<file path="src/hdl/line_pixel_generator_assert.svh">
// ----------------------------------------------------------------------------
// Line pixel generator assertion macros
// Shared concurrent assertion forms for the line pixel generator.
// ----------------------------------------------------------------------------
`ifndef LINE_PIXEL_GENERATOR_ASSERT_SVH
`define LINE_PIXEL_GENERATOR_ASSERT_SVH

// same-cycle implication, checked out of reset
`define LPG_ASSERT_SAME(label, clk, rst, cond, expr, msg) \
   label: assert property (@(posedge clk) disable iff (rst) (cond) |-> (expr)) \
      else $error(msg);

// next-cycle implication, checked out of reset
`define LPG_ASSERT_NEXT(label, clk, rst, cond, expr, msg) \
   label: assert property (@(posedge clk) disable iff (rst) (cond) |=> (expr)) \
      else $error(msg);

`endif

</file>
<file path="src/hdl/lpg_pkg.sv">
// ----------------------------------------------------------------------------
// Line pixel generator package
// Coordinate widths, transaction types and the queued line command.
// ----------------------------------------------------------------------------
`default_nettype none

package lpg_pkg;

   // coordinate width and the widths that follow from it
   localparam int COORD_BITS = 6;
   localparam int DELTA_BITS = COORD_BITS + 1;
   localparam int ERR_BITS   = COORD_BITS + 2;

   // command queue between setup and walker
   localparam int QUEUE_DEPTH    = 2;
   localparam int QUEUE_PTR_BITS = $clog2(QUEUE_DEPTH);
   localparam int QUEUE_CNT_BITS = $clog2(QUEUE_DEPTH + 1);

   typedef struct packed {
      logic [COORD_BITS-1:0] start_x;
      logic [COORD_BITS-1:0] start_y;
      logic [COORD_BITS-1:0] end_x;
      logic [COORD_BITS-1:0] end_y;
   } lpg_req_type;

   typedef struct packed {
      logic [COORD_BITS-1:0] pixel_x;
      logic [COORD_BITS-1:0] pixel_y;
      logic                  last_pixel;
   } lpg_rsp_type;

   // line after setup: start point, major-axis goal, doubled deltas, initial error, directions
   typedef struct packed {
      logic [COORD_BITS-1:0]      start_x;
      logic [COORD_BITS-1:0]      start_y;
      logic [COORD_BITS-1:0]      goal_major;
      logic [DELTA_BITS-1:0]      twice_dx;
      logic [DELTA_BITS-1:0]      twice_dy;
      logic signed [ERR_BITS-1:0] err_init;
      logic                       step_x_neg;
      logic                       step_y_neg;
      logic                       x_major;
   } lpg_cmd_type;

   typedef struct packed {
      logic full;
      logic not_empty;
   } lpg_qstat_type;

endpackage

`default_nettype wire

</file>
<file path="src/hdl/lpg_front.sv">
// ----------------------------------------------------------------------------
// Line pixel generator front end
// Accepts line transactions and works out direction, doubled deltas, major
// axis and the initial error term.
// ----------------------------------------------------------------------------
`default_nettype none

module lpg_front
   import lpg_pkg::*;
(
   input  wire logic          req_valid,
   output logic               req_stall,
   input  wire lpg_req_type   req_data,
   input  wire lpg_qstat_type q_stat,
   output logic               push,
   output lpg_cmd_type        cmd
);

   logic [COORD_BITS:0]   dx_raw;
   logic [COORD_BITS:0]   dy_raw;
   logic [COORD_BITS:0]   dx_mag;
   logic [COORD_BITS:0]   dy_mag;
   logic [COORD_BITS-1:0] adx;
   logic [COORD_BITS-1:0] ady;
   logic                  x_major;
   logic [DELTA_BITS-1:0] twice_dx;
   logic [DELTA_BITS-1:0] twice_dy;

   // hold off the requester while the queue is full
   assign req_stall = q_stat.full;
   assign push      = req_valid & ~q_stat.full;

   // signed deltas and their magnitudes
   assign dx_raw = {1'b0, req_data.end_x} - {1'b0, req_data.start_x};
   assign dy_raw = {1'b0, req_data.end_y} - {1'b0, req_data.start_y};
   assign dx_mag = dx_raw[COORD_BITS] ? (~dx_raw + 1'b1) : dx_raw;
   assign dy_mag = dy_raw[COORD_BITS] ? (~dy_raw + 1'b1) : dy_raw;
   assign adx    = dx_mag[COORD_BITS-1:0];
   assign ady    = dy_mag[COORD_BITS-1:0];

   assign twice_dx = {adx, 1'b0};
   assign twice_dy = {ady, 1'b0};
   assign x_major  = (adx >= ady);

   // build the command for the walker
   always_comb begin
      cmd.start_x    = req_data.start_x;
      cmd.start_y    = req_data.start_y;
      cmd.twice_dx   = twice_dx;
      cmd.twice_dy   = twice_dy;
      cmd.step_x_neg = dx_raw[COORD_BITS];
      cmd.step_y_neg = dy_raw[COORD_BITS];
      cmd.x_major    = x_major;
      if (x_major) begin
         cmd.goal_major = req_data.end_x;
         cmd.err_init   = $signed({1'b0, twice_dy}) - $signed({2'b00, adx});
      end else begin
         cmd.goal_major = req_data.end_y;
         cmd.err_init   = $signed({1'b0, twice_dx}) - $signed({2'b00, ady});
      end
   end

endmodule

`default_nettype wire

</file>
<file path="src/hdl/lpg_queue.sv">
// ----------------------------------------------------------------------------
// Line pixel generator command queue
// Short FIFO of set-up line commands between front end and walker.
// ----------------------------------------------------------------------------
`default_nettype none

module lpg_queue
   import lpg_pkg::*;
(
   input  wire logic        clock,
   input  wire logic        reset,
   input  wire logic        push,
   input  wire lpg_cmd_type push_cmd,
   input  wire logic        pop,
   output lpg_cmd_type      head_cmd,
   output lpg_qstat_type    q_stat
);

   lpg_cmd_type               entry_ff [QUEUE_DEPTH];
   logic [QUEUE_PTR_BITS-1:0] wr_ptr_ff;
   logic [QUEUE_PTR_BITS-1:0] wr_ptr_in;
   logic [QUEUE_PTR_BITS-1:0] rd_ptr_ff;
   logic [QUEUE_PTR_BITS-1:0] rd_ptr_in;
   logic [QUEUE_CNT_BITS-1:0] count_ff;
   logic [QUEUE_CNT_BITS-1:0] count_in;

   assign q_stat.full      = (count_ff == QUEUE_CNT_BITS'(QUEUE_DEPTH));
   assign q_stat.not_empty = (count_ff != '0);
   assign head_cmd         = entry_ff[rd_ptr_ff];

   // advance pointers and occupancy
   always_comb begin
      wr_ptr_in = wr_ptr_ff;
      rd_ptr_in = rd_ptr_ff;
      count_in  = count_ff;
      if (push) begin
         wr_ptr_in = (wr_ptr_ff == QUEUE_PTR_BITS'(QUEUE_DEPTH - 1)) ? '0 : wr_ptr_ff + 1'b1;
      end
      if (pop) begin
         rd_ptr_in = (rd_ptr_ff == QUEUE_PTR_BITS'(QUEUE_DEPTH - 1)) ? '0 : rd_ptr_ff + 1'b1;
      end
      if (push && !pop) begin
         count_in = count_ff + 1'b1;
      end else if (pop && !push) begin
         count_in = count_ff - 1'b1;
      end
   end

   always_ff @(posedge clock) begin
      if (reset) begin
         wr_ptr_ff <= '0;
         rd_ptr_ff <= '0;
         count_ff  <= '0;
      end else begin
         wr_ptr_ff <= wr_ptr_in;
         rd_ptr_ff <= rd_ptr_in;
         count_ff  <= count_in;
      end
   end

   // store the pushed command
   always_ff @(posedge clock) begin
      if (push) begin
         entry_ff[wr_ptr_ff] <= push_cmd;
      end
   end

endmodule

`default_nettype wire

</file>
<file path="src/hdl/lpg_walker.sv">
// ----------------------------------------------------------------------------
// Line pixel generator walker
// Steps one pixel per result transaction along the current line and loads
// the next queued command when idle or on the final pixel.
// ----------------------------------------------------------------------------
`default_nettype none

module lpg_walker
   import lpg_pkg::*;
(
   input  wire logic        clock,
   input  wire logic        reset,
   input  wire lpg_cmd_type head_cmd,
   input  wire logic        q_not_empty,
   output logic             pop,
   output logic             rsp_valid,
   input  wire logic        rsp_stall,
   output lpg_rsp_type      rsp_data
);

   logic                       busy_ff;
   logic                       busy_in;
   logic [COORD_BITS-1:0]      cur_x_ff;
   logic [COORD_BITS-1:0]      cur_x_in;
   logic [COORD_BITS-1:0]      cur_y_ff;
   logic [COORD_BITS-1:0]      cur_y_in;
   logic [COORD_BITS-1:0]      goal_ff;
   logic [COORD_BITS-1:0]      goal_in;
   logic [DELTA_BITS-1:0]      tdx_ff;
   logic [DELTA_BITS-1:0]      tdx_in;
   logic [DELTA_BITS-1:0]      tdy_ff;
   logic [DELTA_BITS-1:0]      tdy_in;
   logic signed [ERR_BITS-1:0] err_ff;
   logic signed [ERR_BITS-1:0] err_in;
   logic                       sxn_ff;
   logic                       sxn_in;
   logic                       syn_ff;
   logic                       syn_in;
   logic                       xmaj_ff;
   logic                       xmaj_in;

   logic                       last;
   logic                       rsp_take;
   logic [DELTA_BITS-1:0]      t_major;
   logic [DELTA_BITS-1:0]      t_minor;
   logic                       major_neg;
   logic                       minor_step;
   logic signed [ERR_BITS-1:0] err_step;
   logic [COORD_BITS-1:0]      x_next;
   logic [COORD_BITS-1:0]      y_next;

   // present the current pixel
   assign last                = xmaj_ff ? (cur_x_ff == goal_ff) : (cur_y_ff == goal_ff);
   assign rsp_valid           = busy_ff;
   assign rsp_data.pixel_x    = cur_x_ff;
   assign rsp_data.pixel_y    = cur_y_ff;
   assign rsp_data.last_pixel = last;
   assign rsp_take            = busy_ff & ~rsp_stall;

   // load a new line when idle or when the final pixel leaves
   assign pop = q_not_empty & (~busy_ff | (rsp_take & last));

   // one Bresenham step: minor axis moves on a positive error, or on zero
   // error when the major direction is positive
   assign t_major    = xmaj_ff ? tdx_ff : tdy_ff;
   assign t_minor    = xmaj_ff ? tdy_ff : tdx_ff;
   assign major_neg  = xmaj_ff ? sxn_ff : syn_ff;
   assign minor_step = (err_ff > 0) ||
                       ((err_ff == 0) && !major_neg && (t_major != '0));
   assign err_step   = err_ff + $signed({1'b0, t_minor})
                       - (minor_step ? $signed({1'b0, t_major}) : $signed(ERR_BITS'(0)));

   always_comb begin
      x_next = cur_x_ff;
      y_next = cur_y_ff;
      if (xmaj_ff) begin
         x_next = sxn_ff ? cur_x_ff - 1'b1 : cur_x_ff + 1'b1;
         if (minor_step && (tdy_ff != '0)) begin
            y_next = syn_ff ? cur_y_ff - 1'b1 : cur_y_ff + 1'b1;
         end
      end else begin
         y_next = syn_ff ? cur_y_ff - 1'b1 : cur_y_ff + 1'b1;
         if (minor_step && (tdx_ff != '0)) begin
            x_next = sxn_ff ? cur_x_ff - 1'b1 : cur_x_ff + 1'b1;
         end
      end
   end

   // select load, step or hold
   always_comb begin
      busy_in  = busy_ff;
      cur_x_in = cur_x_ff;
      cur_y_in = cur_y_ff;
      goal_in  = goal_ff;
      tdx_in   = tdx_ff;
      tdy_in   = tdy_ff;
      err_in   = err_ff;
      sxn_in   = sxn_ff;
      syn_in   = syn_ff;
      xmaj_in  = xmaj_ff;
      if (pop) begin
         busy_in  = 1'b1;
         cur_x_in = head_cmd.start_x;
         cur_y_in = head_cmd.start_y;
         goal_in  = head_cmd.goal_major;
         tdx_in   = head_cmd.twice_dx;
         tdy_in   = head_cmd.twice_dy;
         err_in   = head_cmd.err_init;
         sxn_in   = head_cmd.step_x_neg;
         syn_in   = head_cmd.step_y_neg;
         xmaj_in  = head_cmd.x_major;
      end else if (rsp_take) begin
         if (last) begin
            busy_in = 1'b0;
         end else begin
            cur_x_in = x_next;
            cur_y_in = y_next;
            err_in   = err_step;
         end
      end
   end

   always_ff @(posedge clock) begin
      if (reset) begin
         busy_ff <= 1'b0;
      end else begin
         busy_ff <= busy_in;
      end
   end

   always_ff @(posedge clock) begin
      cur_x_ff <= cur_x_in;
      cur_y_ff <= cur_y_in;
      goal_ff  <= goal_in;
      tdx_ff   <= tdx_in;
      tdy_ff   <= tdy_in;
      err_ff   <= err_in;
      sxn_ff   <= sxn_in;
      syn_ff   <= syn_in;
      xmaj_ff  <= xmaj_in;
   end

endmodule

`default_nettype wire

</file>
<file path="src/hdl/line_pixel_generator.sv">
// ----------------------------------------------------------------------------
// Line pixel generator
// Bresenham line rasterizer: one line in, every pixel of it out.
// ----------------------------------------------------------------------------
// Each request transaction carries a start and an end point; the block
// returns one response transaction per pixel, start point first, with
// last_pixel set on the end point. The walker produces one pixel per cycle
// while rsp_stall is low; a line yields its major-axis length plus one
// pixels (1 to 64 at six-bit coordinates), and that single step unit sets
// the sustained rate. Setup of a request is combinational, a two-entry
// command queue lets up to two further lines be accepted while the walker
// is busy, and an already queued line follows the last pixel without a gap.
`default_nettype none

module line_pixel_generator
   import lpg_pkg::*;
(
   input  wire logic        clock,
   input  wire logic        reset,
   input  wire logic        req_valid,
   output logic             req_stall,
   input  wire lpg_req_type req_data,
   output logic             rsp_valid,
   input  wire logic        rsp_stall,
   output lpg_rsp_type      rsp_data
);

   lpg_cmd_type   front_cmd;
   lpg_cmd_type   head_cmd;
   lpg_qstat_type q_stat;
   logic          push;
   logic          pop;

   lpg_front u_front (
      .req_valid (req_valid),
      .req_stall (req_stall),
      .req_data  (req_data),
      .q_stat    (q_stat),
      .push      (push),
      .cmd       (front_cmd)
   );

   lpg_queue u_queue (
      .clock    (clock),
      .reset    (reset),
      .push     (push),
      .push_cmd (front_cmd),
      .pop      (pop),
      .head_cmd (head_cmd),
      .q_stat   (q_stat)
   );

   lpg_walker u_walker (
      .clock       (clock),
      .reset       (reset),
      .head_cmd    (head_cmd),
      .q_not_empty (q_stat.not_empty),
      .pop         (pop),
      .rsp_valid   (rsp_valid),
      .rsp_stall   (rsp_stall),
      .rsp_data    (rsp_data)
   );

`include "line_pixel_generator_assert.svh"

   // a pixel that is not the last one is always followed by another
   `LPG_ASSERT_NEXT(a_line_continues, clock, reset, rsp_valid && !rsp_stall && !rsp_data.last_pixel, rsp_valid, "line ended before its last pixel")

   // an idle walker picks up a queued line at once
   `LPG_ASSERT_NEXT(a_idle_loads, clock, reset, !rsp_valid && q_stat.not_empty, rsp_valid, "queued line not started")

   // an accepted request into an empty queue leaves work pending
   `LPG_ASSERT_NEXT(a_push_visible, clock, reset, push && !q_stat.not_empty, q_stat.not_empty || rsp_valid, "accepted line lost")

   // the queue never pops while empty
   `LPG_ASSERT_SAME(a_no_empty_pop, clock, reset, pop, q_stat.not_empty, "pop from empty queue")

endmodule

`default_nettype wire

</file>
<file path="config.mk">
export PLATFORM = sky130hd
export DESIGN_NAME = line_pixel_generator
export DESIGN_NICKNAME = d
export VERILOG_FILES = /design/src/hdl/lpg_pkg.sv /design/src/hdl/lpg_front.sv /design/src/hdl/lpg_queue.sv /design/src/hdl/lpg_walker.sv /design/src/hdl/line_pixel_generator.sv
export VERILOG_INCLUDE_DIRS = /design/src /design/src/hdl
export SDC_FILE = /design/constraint.sdc
export NUM_CORES = 1
export LEC_CHECK = 0
export ABC_CLOCK_PERIOD_IN_PS = 4400
export BUFFER_PORTS_ARGS = -buffer_cell sky130_fd_sc_hd__buf_2
export CORE_MARGIN = 3
export CORE_UTILIZATION = 37
export DETAILED_ROUTE_END_ITERATION = 10
export HOLD_SLACK_MARGIN = 0.1
export PLACE_DENSITY = 0.53
export SYNTH_ARGS = -nofsm -noshare
export SYNTH_HDL_FRONTEND = slang
export SYNTH_SLANG_ARGS = --single-unit
</file>
<file path="constraint.sdc">
create_clock -name clock -period 4.4 [get_ports clock]
set_input_delay 0.88 -clock clock [delete_from_list [all_inputs] [get_ports clock]]
set_output_delay 0.88 -clock clock [all_outputs]
set_load 0.1 [all_outputs]
</file>
==> tab_implementation.tex, run 1 <==
\begin{tabular}{lr}
\hline
Metric & Value \\
\hline
\multicolumn{2}{l}{\textbf{Status}} \\
\quad Result of the run & finished, final reports clean \\
\multicolumn{2}{l}{\textbf{Global route}} \\
\quad Via count of the first global-routing pass & between 4000 and 5000 \\
\quad Global route overflow & 0 \\
\quad Global-route wire length before repair & 24.5 mm \\
\quad Antenna violations before repair & 0 \\
\quad Pin count of the biggest net entering global routing & between 50 and 60 \\
\quad GRT Util Overall & between 15 and 20\% \\
\multicolumn{2}{l}{\textbf{STA}} \\
\quad Count of endpoints failing setup in the final report & 0 \\
\quad Least-Margin Pin Slew & roughly 1.1 ns \\
\quad Max Clk Rate & about 240 MHz \\
\quad Final setup margin & approximately 0.25 ns \\
\quad Setup\_tns & 0 ns \\
\quad Relative max-transition margin & 27.6\% \\
\quad Number of endpoints with negative hold slack in the final report & 0 \\
\quad Final Skew & 0.00737 ns \\
\quad Period utilisation layout & 94.3\% \\
\quad Number of max-slew violations in the final report & 0 \\
\quad Final critical delay including setup and external delays & 4.15 ns \\
\multicolumn{2}{l}{\textbf{Finish}} \\
\quad Antenna fix cells & 0 \\
\quad \# nets final & between 700 and 800 \\
\quad Fraction of final layout cells with drive strength greater than 1 & 24.6\% \\
\quad Non-filler cells in the finished layout & 897 \\
\quad Filler cell count & 1724 \\
\quad Area of all placed cells without fillers & 8510 um2 \\
\quad Layout area overhead & 19.7\% \\
\multicolumn{2}{l}{\textbf{Worst setup path}} \\
\quad Family of cells with the greatest summed delay on the critical path & simple AND/OR/NAND/NOR gates \\
\quad Type of element capturing the critical path & flip-flop \\
\quad Critical Path RT & 4.53 ns \\
\quad WP buf/inv & 1 \\
\quad Cells traversed along the worst timing path & or4\_1, nor3\_2, o311ai\_0, a21oi\_1, or2\_2, nor2\_1, fa\_1, inv\_1, fa\_1, a21o\_1, a21oi\_2, o21bai\_1, a21oi\_1, xnor2\_1, nor2\_1, a21oi\_1 \\
\quad Crit Path Max Fanout & 7 \\
\quad Setup crit start kind & flip-flop \\
\quad Startpoint-to-endpoint class of the critical path & reg -> reg \\
\quad CP max-delay cell & or4\_1 \\
\quad Critical path arrival & about 4.3 ns \\
\quad Largest stage delay on the critical path & about 0.56 ns \\
\quad Most frequent cell on the critical path & a21oi\_1 \\
\multicolumn{2}{l}{\textbf{Synth}} \\
\quad Synth area leaders & edfxtp\_1, ha\_1, mux2i\_1 \\
\quad Synth Cell Area & 7110 um2 \\
\quad Synth unique cells & 48 \\
\quad Synthesis-stage register bit count & 129 \\
\quad Share of Yosys cell area claimed by the top area cell type & 51.9\% \\
\quad Avg Cell Area, Syn & around 13 um2 \\
\quad Cell with the most instances after synthesis & edfxtp\_1 \\
\quad Register area share after synthesis & between 50\% and 60\% \\
\quad Predominant post-synthesis flop cell & edfxtp\_1 \\
\quad Number of warnings reported in the yosys synthesis log & 0 \\
\quad Count of flip-flops with a built-in enable after synthesis & 123 \\
\quad Synthesized net count & 640 \\
\quad Cell types with the highest counts after synthesis & edfxtp\_1, inv\_1, mux2i\_1, ha\_1, nor2\_1 \\
\quad Async set or reset register ratio after synthesis & 0\% \\
\quad Post-synthesis cell count & between 500 and 600 \\
\quad Largest area contributor in the netlist & edfxtp\_1 \\
\multicolumn{2}{l}{\textbf{Clock tree}} \\
\quad Total CTS buffers & 17 \\
\quad Cells resized by post-CTS repair & 0 \\
\quad CTS HTree Levels & 4 \\
\quad Clock latency on the worst-skew pair & a little over 0.4 ns \\
\quad Maximum clock insertion buffer count & 2 \\
\quad Post-CTS clock slew at the launch and capture registers of the worst setup and hold paths & $\sim$0.06 ns \\
\quad Number of buffers inserted to repair setup after CTS & 0 \\
\quad TritonCTS Sinks & between 100 and 150 \\
\quad Clock tree root driver cell & clkbuf\_16 \\
\quad Hold-fix buffers at CTS & 0 \\
\quad TritonCTS clock tree & done \\
\multicolumn{2}{l}{\textbf{Drt}} \\
\quad Antenna Violating Nets Remaining & 0 \\
\quad Wire length per cell & $\sim$17 um \\
\quad Via density per instance & 4.91 \\
\quad TritonRoute pass-1 iters & 4 \\
\quad DRC viols & 0 \\
\quad Vias & approximately 4400 \\
\quad Number of DRC markers in iteration 0 & between 200 and 250 \\
\quad Routed wire length & between 10 and 15 mm \\
\multicolumn{2}{l}{\textbf{Worst hold path}} \\
\quad Type of the most critical hold path & reg -> reg \\
\multicolumn{2}{l}{\textbf{Placed design}} \\
\quad \# port buffers & between 40 and 50 \\
\quad Placed cell count & slightly below 900 \\
\quad Setup slack at placement & -0.179 ns \\
\quad Half-perimeter wire length after placement & 11.1 mm \\
\quad Placement Cell Area & between 7000 and 8000 um2 \\
\quad GP Congestion & around 0.84 \\
\multicolumn{2}{l}{\textbf{Floorplan}} \\
\quad Initial standard-cell utilization of the core & between 30\% and 40\% \\
\quad Height of the die & approximately 140 um \\
\quad Placeable core region & approximately 19000 um2 \\
\quad Std cell rows & 50 \\
\quad Horizontal die dimension & about 140 um \\
\quad Die area & approximately 21000 um2 \\
\quad Boundary Pins & 43 \\
\multicolumn{2}{l}{\textbf{Job}} \\
\quad Max-cap violations & 0 \\
\hline
\end{tabular}
-- metrics by stage --
stage / hold WS (ns) / util (%)
final: 0.512 / 45.4
after global placement: 0.496 / 42.1
after floorplan: 0.481 / -
after CTS: 0.517 / 45.3
after detailed placement: 0.499 / 42.1
after global routing: 0.557 / 45.4
-- registers in the layout, indices dropped and copies added, names as in the netlist, named ones only --
register / flops
u_walker.err_ff: 8
u_walker.rsp_valid: 1
u_queue.entry_ff: 82
u_walker.syn_ff: 1
u_walker.tdy_ff: 6
u_queue.wr_ptr_ff: 1
u_walker.sxn_ff: 1
u_walker.cur_y_ff: 6
u_walker.xmaj_ff: 1
u_walker.tdx_ff: 6
u_queue.count_ff: 2
u_walker.cur_x_ff: 6
u_walker.goal_ff: 6
u_queue.rd_ptr_ff: 1
-- worst paths after layout --
path	startpoint	to	slack (ns)	cells past startpoint
worst max register to register	u_walker.tdy_ff[2]	u_walker.err_ff[7]	0.25	16
worst max-delay path	u_walker.tdy_ff[2]	u_walker.err_ff[7]	0.25	16
worst min-delay path	u_queue.rd_ptr_ff	u_queue.rd_ptr_ff	0.51	2
worst min register to register	u_queue.rd_ptr_ff	u_queue.rd_ptr_ff	0.51	2
-- cells in the final DEF (no fill, tap or decap), types with 25 or more instances in the layout --
master and count:
a21oi_1 40, edfxtp_1 123, buf_2 42, ha_1 43, mux2i_1 48, nor2_1 41, inv_1 60, buf_4 47
mux2_2 25, xnor2_1 28
-- metal layers --
layer	track usage, %	share of wire, %	vias to the layer above	routed length (um)
met1	22.3	50	2131	7480
li1	-	-	2180	-
met2	23.7	45	80	6720
met3	3.48	3.9	10	582
met4	4.42	0.96	0	144
met5	0	0	-	0
-- worst register-to-register path, stage by stage, from the launching register on --
cell,delay (ns)
edfxtp_1,0.41
or4_1,0.56
nor3_2,0.18
o311ai_0,0.17
a21oi_1,0.27
or2_2,0.24
nor2_1,0.09
fa_1,0.51
inv_1,0.07
fa_1,0.46
a21o_1,0.19
a21oi_2,0.17
o21bai_1,0.08
a21oi_1,0.20
xnor2_1,0.11
nor2_1,0.10
a21oi_1,0.06
-- cell type report --
class / count / area [um2] / area share [%]
well taps: 234 / 293 / 3.44
multi-input cells: 351 / 3020 / 35.4
clock buffers: 18 / 429 / 5.04
flip-flops and latches: 129 / 3810 / 44.8
clock inverters: 14 / 163 / 1.91
inverters: 62 / 234 / 2.75
repair buffers: 89 / 563 / 6.61
-- logic make-up (layout without fill, tap and decap cells) --
group / count (synthesis) / in the layout / synth area share (%)
flip-flops: 129 / 129 / 53.6
AO/OA/AOI/OAI: 87 / 87 / 7.53
AND/OR/NAND/NOR: 83 / 83 / 5.47
multiplexers: 76 / 76 / 11.3
buffers and inverters: 76 / 183 / 4.33
adder cells (fa/ha/maj): 57 / 57 / 11.4
XOR/XNOR: 48 / 48 / 6.33
Power of run 1 is not shown: default switching activity piles up to over one toggle a cycle in this logic, so the estimate is an artifact.
==> run 2: changes to the inputs <==
ABC_CLOCK_PERIOD_IN_PS = 5100   (was 4400)
CORE_UTILIZATION = 50   (was 37)
PLACE_DENSITY = 0.66   (was 0.53)
clock period = 5.1 ns   (was 4.4 ns; I/O delays follow)
==> tab_implementation.tex, run 2 (synthesis gave the netlist of run 1 again) <==
\begin{tabular}{lr}
\hline
Metric & Value \\
\hline
\multicolumn{2}{l}{\textbf{Drt}} \\
\quad Vias & 4285 (-2.6\%) \\
\quad Number of DRC markers in iteration 0 & 293 (+44\%) \\
\quad Wire length per cell & 17.8 um (+6.9\%) \\
\quad Antenna Violating Nets Remaining & 0 (unchanged) \\
\quad TritonRoute pass-1 iters & 5 (+1) \\
\quad DRC viols & 0 (unchanged) \\
\quad Routed wire length & 14.2 mm (-4.8\%) \\
\quad Via density per instance & 5.36 (+9.3\%) \\
\multicolumn{2}{l}{\textbf{Placed design}} \\
\quad \# port buffers & 42 (unchanged) \\
\quad Half-perimeter wire length after placement & 10.4 mm (-6.0\%) \\
\quad GP Congestion & 0.852 (+1.4\%) \\
\multicolumn{2}{l}{\textbf{STA}} \\
\quad Period utilisation layout & 88.1\% \\
\quad Number of endpoints with negative hold slack in the final report & 0 (unchanged) \\
\quad Least-Margin Pin Slew & 1.11 ns (+0.0348 ns) \\
\quad Number of max-slew violations in the final report & 0 (unchanged) \\
\quad Relative max-transition margin & 26.1\% (-1.6 points) \\
\quad Setup\_tns & 0 ns (unchanged) \\
\quad Count of endpoints failing setup in the final report & 0 (unchanged) \\
\quad RSZ-0062 raised after global routing & false \\
\quad Final Skew & 0.00856 ns (+0.00118 ns) \\
\quad Final critical delay including setup and external delays & around 4.5 ns \\
\quad Max Clk Rate & 222 MHz \\
\multicolumn{2}{l}{\textbf{Finish}} \\
\quad Multi-input combinational cell area & 3000 um2 (-0.54\%) \\
\quad Most common cell after layout, fill and taps aside & edfxtp\_1 \\
\quad Area used by sequential logic in the layout & 3810 um2 (unchanged) \\
\quad Antenna fix cells & 0 (unchanged) \\
\quad Register with the most flip-flops & u\_queue.entry\_ff \\
\quad Largest regs & u\_queue.entry\_ff (82), u\_walker.err\_ff (8) \\
\quad Highest-count cells in the layout ignoring fill and taps & edfxtp\_1, inv\_1, mux2i\_1 \\
\quad Filler cell count & 1092 (-37\%) \\
\quad Layout area overhead & 13.8\% \\
\quad \# nets final & 694 (-5.4\%) \\
\quad Number of flip-flops under the largest register name & 82 (unchanged) \\
\quad Fraction of final layout cells with drive strength greater than 1 & 19.6\% (-5.0 points) \\
\multicolumn{2}{l}{\textbf{Floorplan}} \\
\quad Placeable core region & 13600 um2 (-28\%) \\
\quad Initial standard-cell utilization of the core & 52.5\% (+15 points) \\
\quad Boundary Pins & 43 (unchanged) \\
\quad Std cell rows & 42 (-16\%) \\
\quad Die area & 15700 um2 (-25\%) \\
\quad Height of the die & 125 um (-13\%) \\
\quad Horizontal die dimension & 125 um (-13\%) \\
\multicolumn{2}{l}{\textbf{Clock tree}} \\
\quad CTS HTree Levels & 4 (unchanged) \\
\quad TritonCTS Sinks & 129 (unchanged) \\
\quad Cells resized by post-CTS repair & 0 (unchanged) \\
\quad Maximum clock insertion buffer count & 2 (unchanged) \\
\quad Number of buffers inserted to repair setup after CTS & 0 (unchanged) \\
\quad Clock latency on the worst-skew pair & 0.41 ns (about the same) \\
\quad Total CTS buffers & 17 (unchanged) \\
\quad Hold-fix buffers at CTS & 0 (unchanged) \\
\quad TritonCTS clock tree & done \\
\quad Clock tree root driver cell & clkbuf\_16 \\
\quad Post-CTS clock slew at the launch and capture registers of the worst setup and hold paths & 0.06 ns (about the same) \\
\multicolumn{2}{l}{\textbf{Worst setup path}} \\
\quad Startpoint-to-endpoint class of the critical path & in -> reg \\
\quad Worst R2R Path Depth & 16 (unchanged) \\
\quad Critical Path RT & 5.25 ns (+0.72 ns) \\
\quad Setup crit start kind & input port \\
\quad Worst-case register-to-register setup slack & 0.99 ns (+0.74 ns) \\
\quad Type of element capturing the critical path & flip-flop \\
\quad Critical path arrival & 4.65 ns (+0.37 ns) \\
\quad Crit Path Max Fanout & 4 (-3) \\
\quad Startpoint of the lowest-slack register-to-register path & u\_walker.tdy\_ff[2] \\
\quad Worst reg2reg endpoint & u\_walker.err\_ff[7] \\
\quad Startpoint of the most critical setup path & req\_data[0] \\
\multicolumn{2}{l}{\textbf{Status}} \\
\quad Result of the run & finished, final reports clean \\
\multicolumn{2}{l}{\textbf{Global route}} \\
\quad GRT Util Overall & 19.2\% (+3.6 points) \\
\quad Antenna violations before repair & 0 (unchanged) \\
\quad Global route overflow & 0 (unchanged) \\
\quad Via count of the first global-routing pass & 4510 (-2.5\%) \\
\quad Pin count of the biggest net entering global routing & 57 (unchanged) \\
\quad Global-route wire length before repair & 23.2 mm (-5.3\%) \\
\multicolumn{2}{l}{\textbf{Worst hold path}} \\
\quad Worst hold stages & 2 (unchanged) \\
\quad Worst Hold Launch & u\_queue.rd\_ptr\_ff \\
\quad Type of the most critical hold path & reg -> reg \\
\multicolumn{2}{l}{\textbf{Job}} \\
\quad Max-cap violations & 0 (unchanged) \\
\hline
\end{tabular}
[run 2: cell count changes in the layout (fill, tap and decap cells not counted), moves of 2 or more]
cell	before	now
clkbuf_1	1	3
o21ai_1	4	2
o21ai_0	6	8
inv_6	3	0
buf_4	47	7
clkinv_2	1	7
clkinv_1	4	0
[run 2: per-layer routing]
layer	up-vias	part of all wire, %	track usage (%)
li1	2093	-	-
met2	93	46	30.2
met1	2090	49	26.4
met4	0	0.92	5.10
met5	-	0	0
met3	9	4.3	5.25
[run 2: worst max-delay path by stage]
stage | end | slack, ns | depth (start not counted)
after floorplan | u_queue.entry_ff[0][25] | 0.66 | 18
after global placement | u_queue.entry_ff[0][9] | 0.37 | 20
after detailed placement | u_queue.entry_ff[1][9] | 0.25 | 20
after CTS | u_queue.entry_ff[1][9] | 0.66 | 21
after global routing | u_queue.entry_ff[1][9] | 0.30 | 21
final | u_queue.entry_ff[1][9] | 0.60 | 20
[run 2: area by class of cell]
class | count | share of cell area [%]
clock buffers | 21 | 5.56
clock inverters | 11 | 1.41
inverters | 62 | 2.89
multi-input cells | 351 | 37.1
flip-flops and latches | 129 | 47.1
well taps | 176 | 2.72
repair buffers | 49 | 3.25
[run 2: critical path: stages]
cell      delay (ns)
buf_2           0.09
inv_1           0.07
ha_1            0.23
fa_1            0.41
nand2b_1        0.18
a21oi_2         0.21
nand3_1         0.10
nand2_1         0.15
nor2_1          0.07
xnor2_1         0.39
inv_1           0.13
ha_1            0.34
a21oi_1         0.16
nor2_1          0.06
o21ai_0         0.21
nand2b_1        0.08
a21oi_1         0.19
mux2i_1         0.10
or3_1           0.31
o211a_1         0.14
[run 2: per-stage QoR]
stage | util (%) | setup slack, ns | instances | hold slack (ns) | area (um2)
after floorplan | - | 0.657 | 556 | 0.481 | 7110
after global placement | 55.6 | 0.372 | 767 | 0.494 | 7530
after detailed placement | 55.6 | 0.255 | 767 | 0.507 | 7530
after CTS | 59.7 | 0.665 | 799 | 0.523 | 8100
after global routing | 59.7 | 0.304 | 799 | 0.540 | 8100
final | 59.7 | 0.605 | 799 | 0.523 | 8100
Power of run 2 is left out for the same reason.
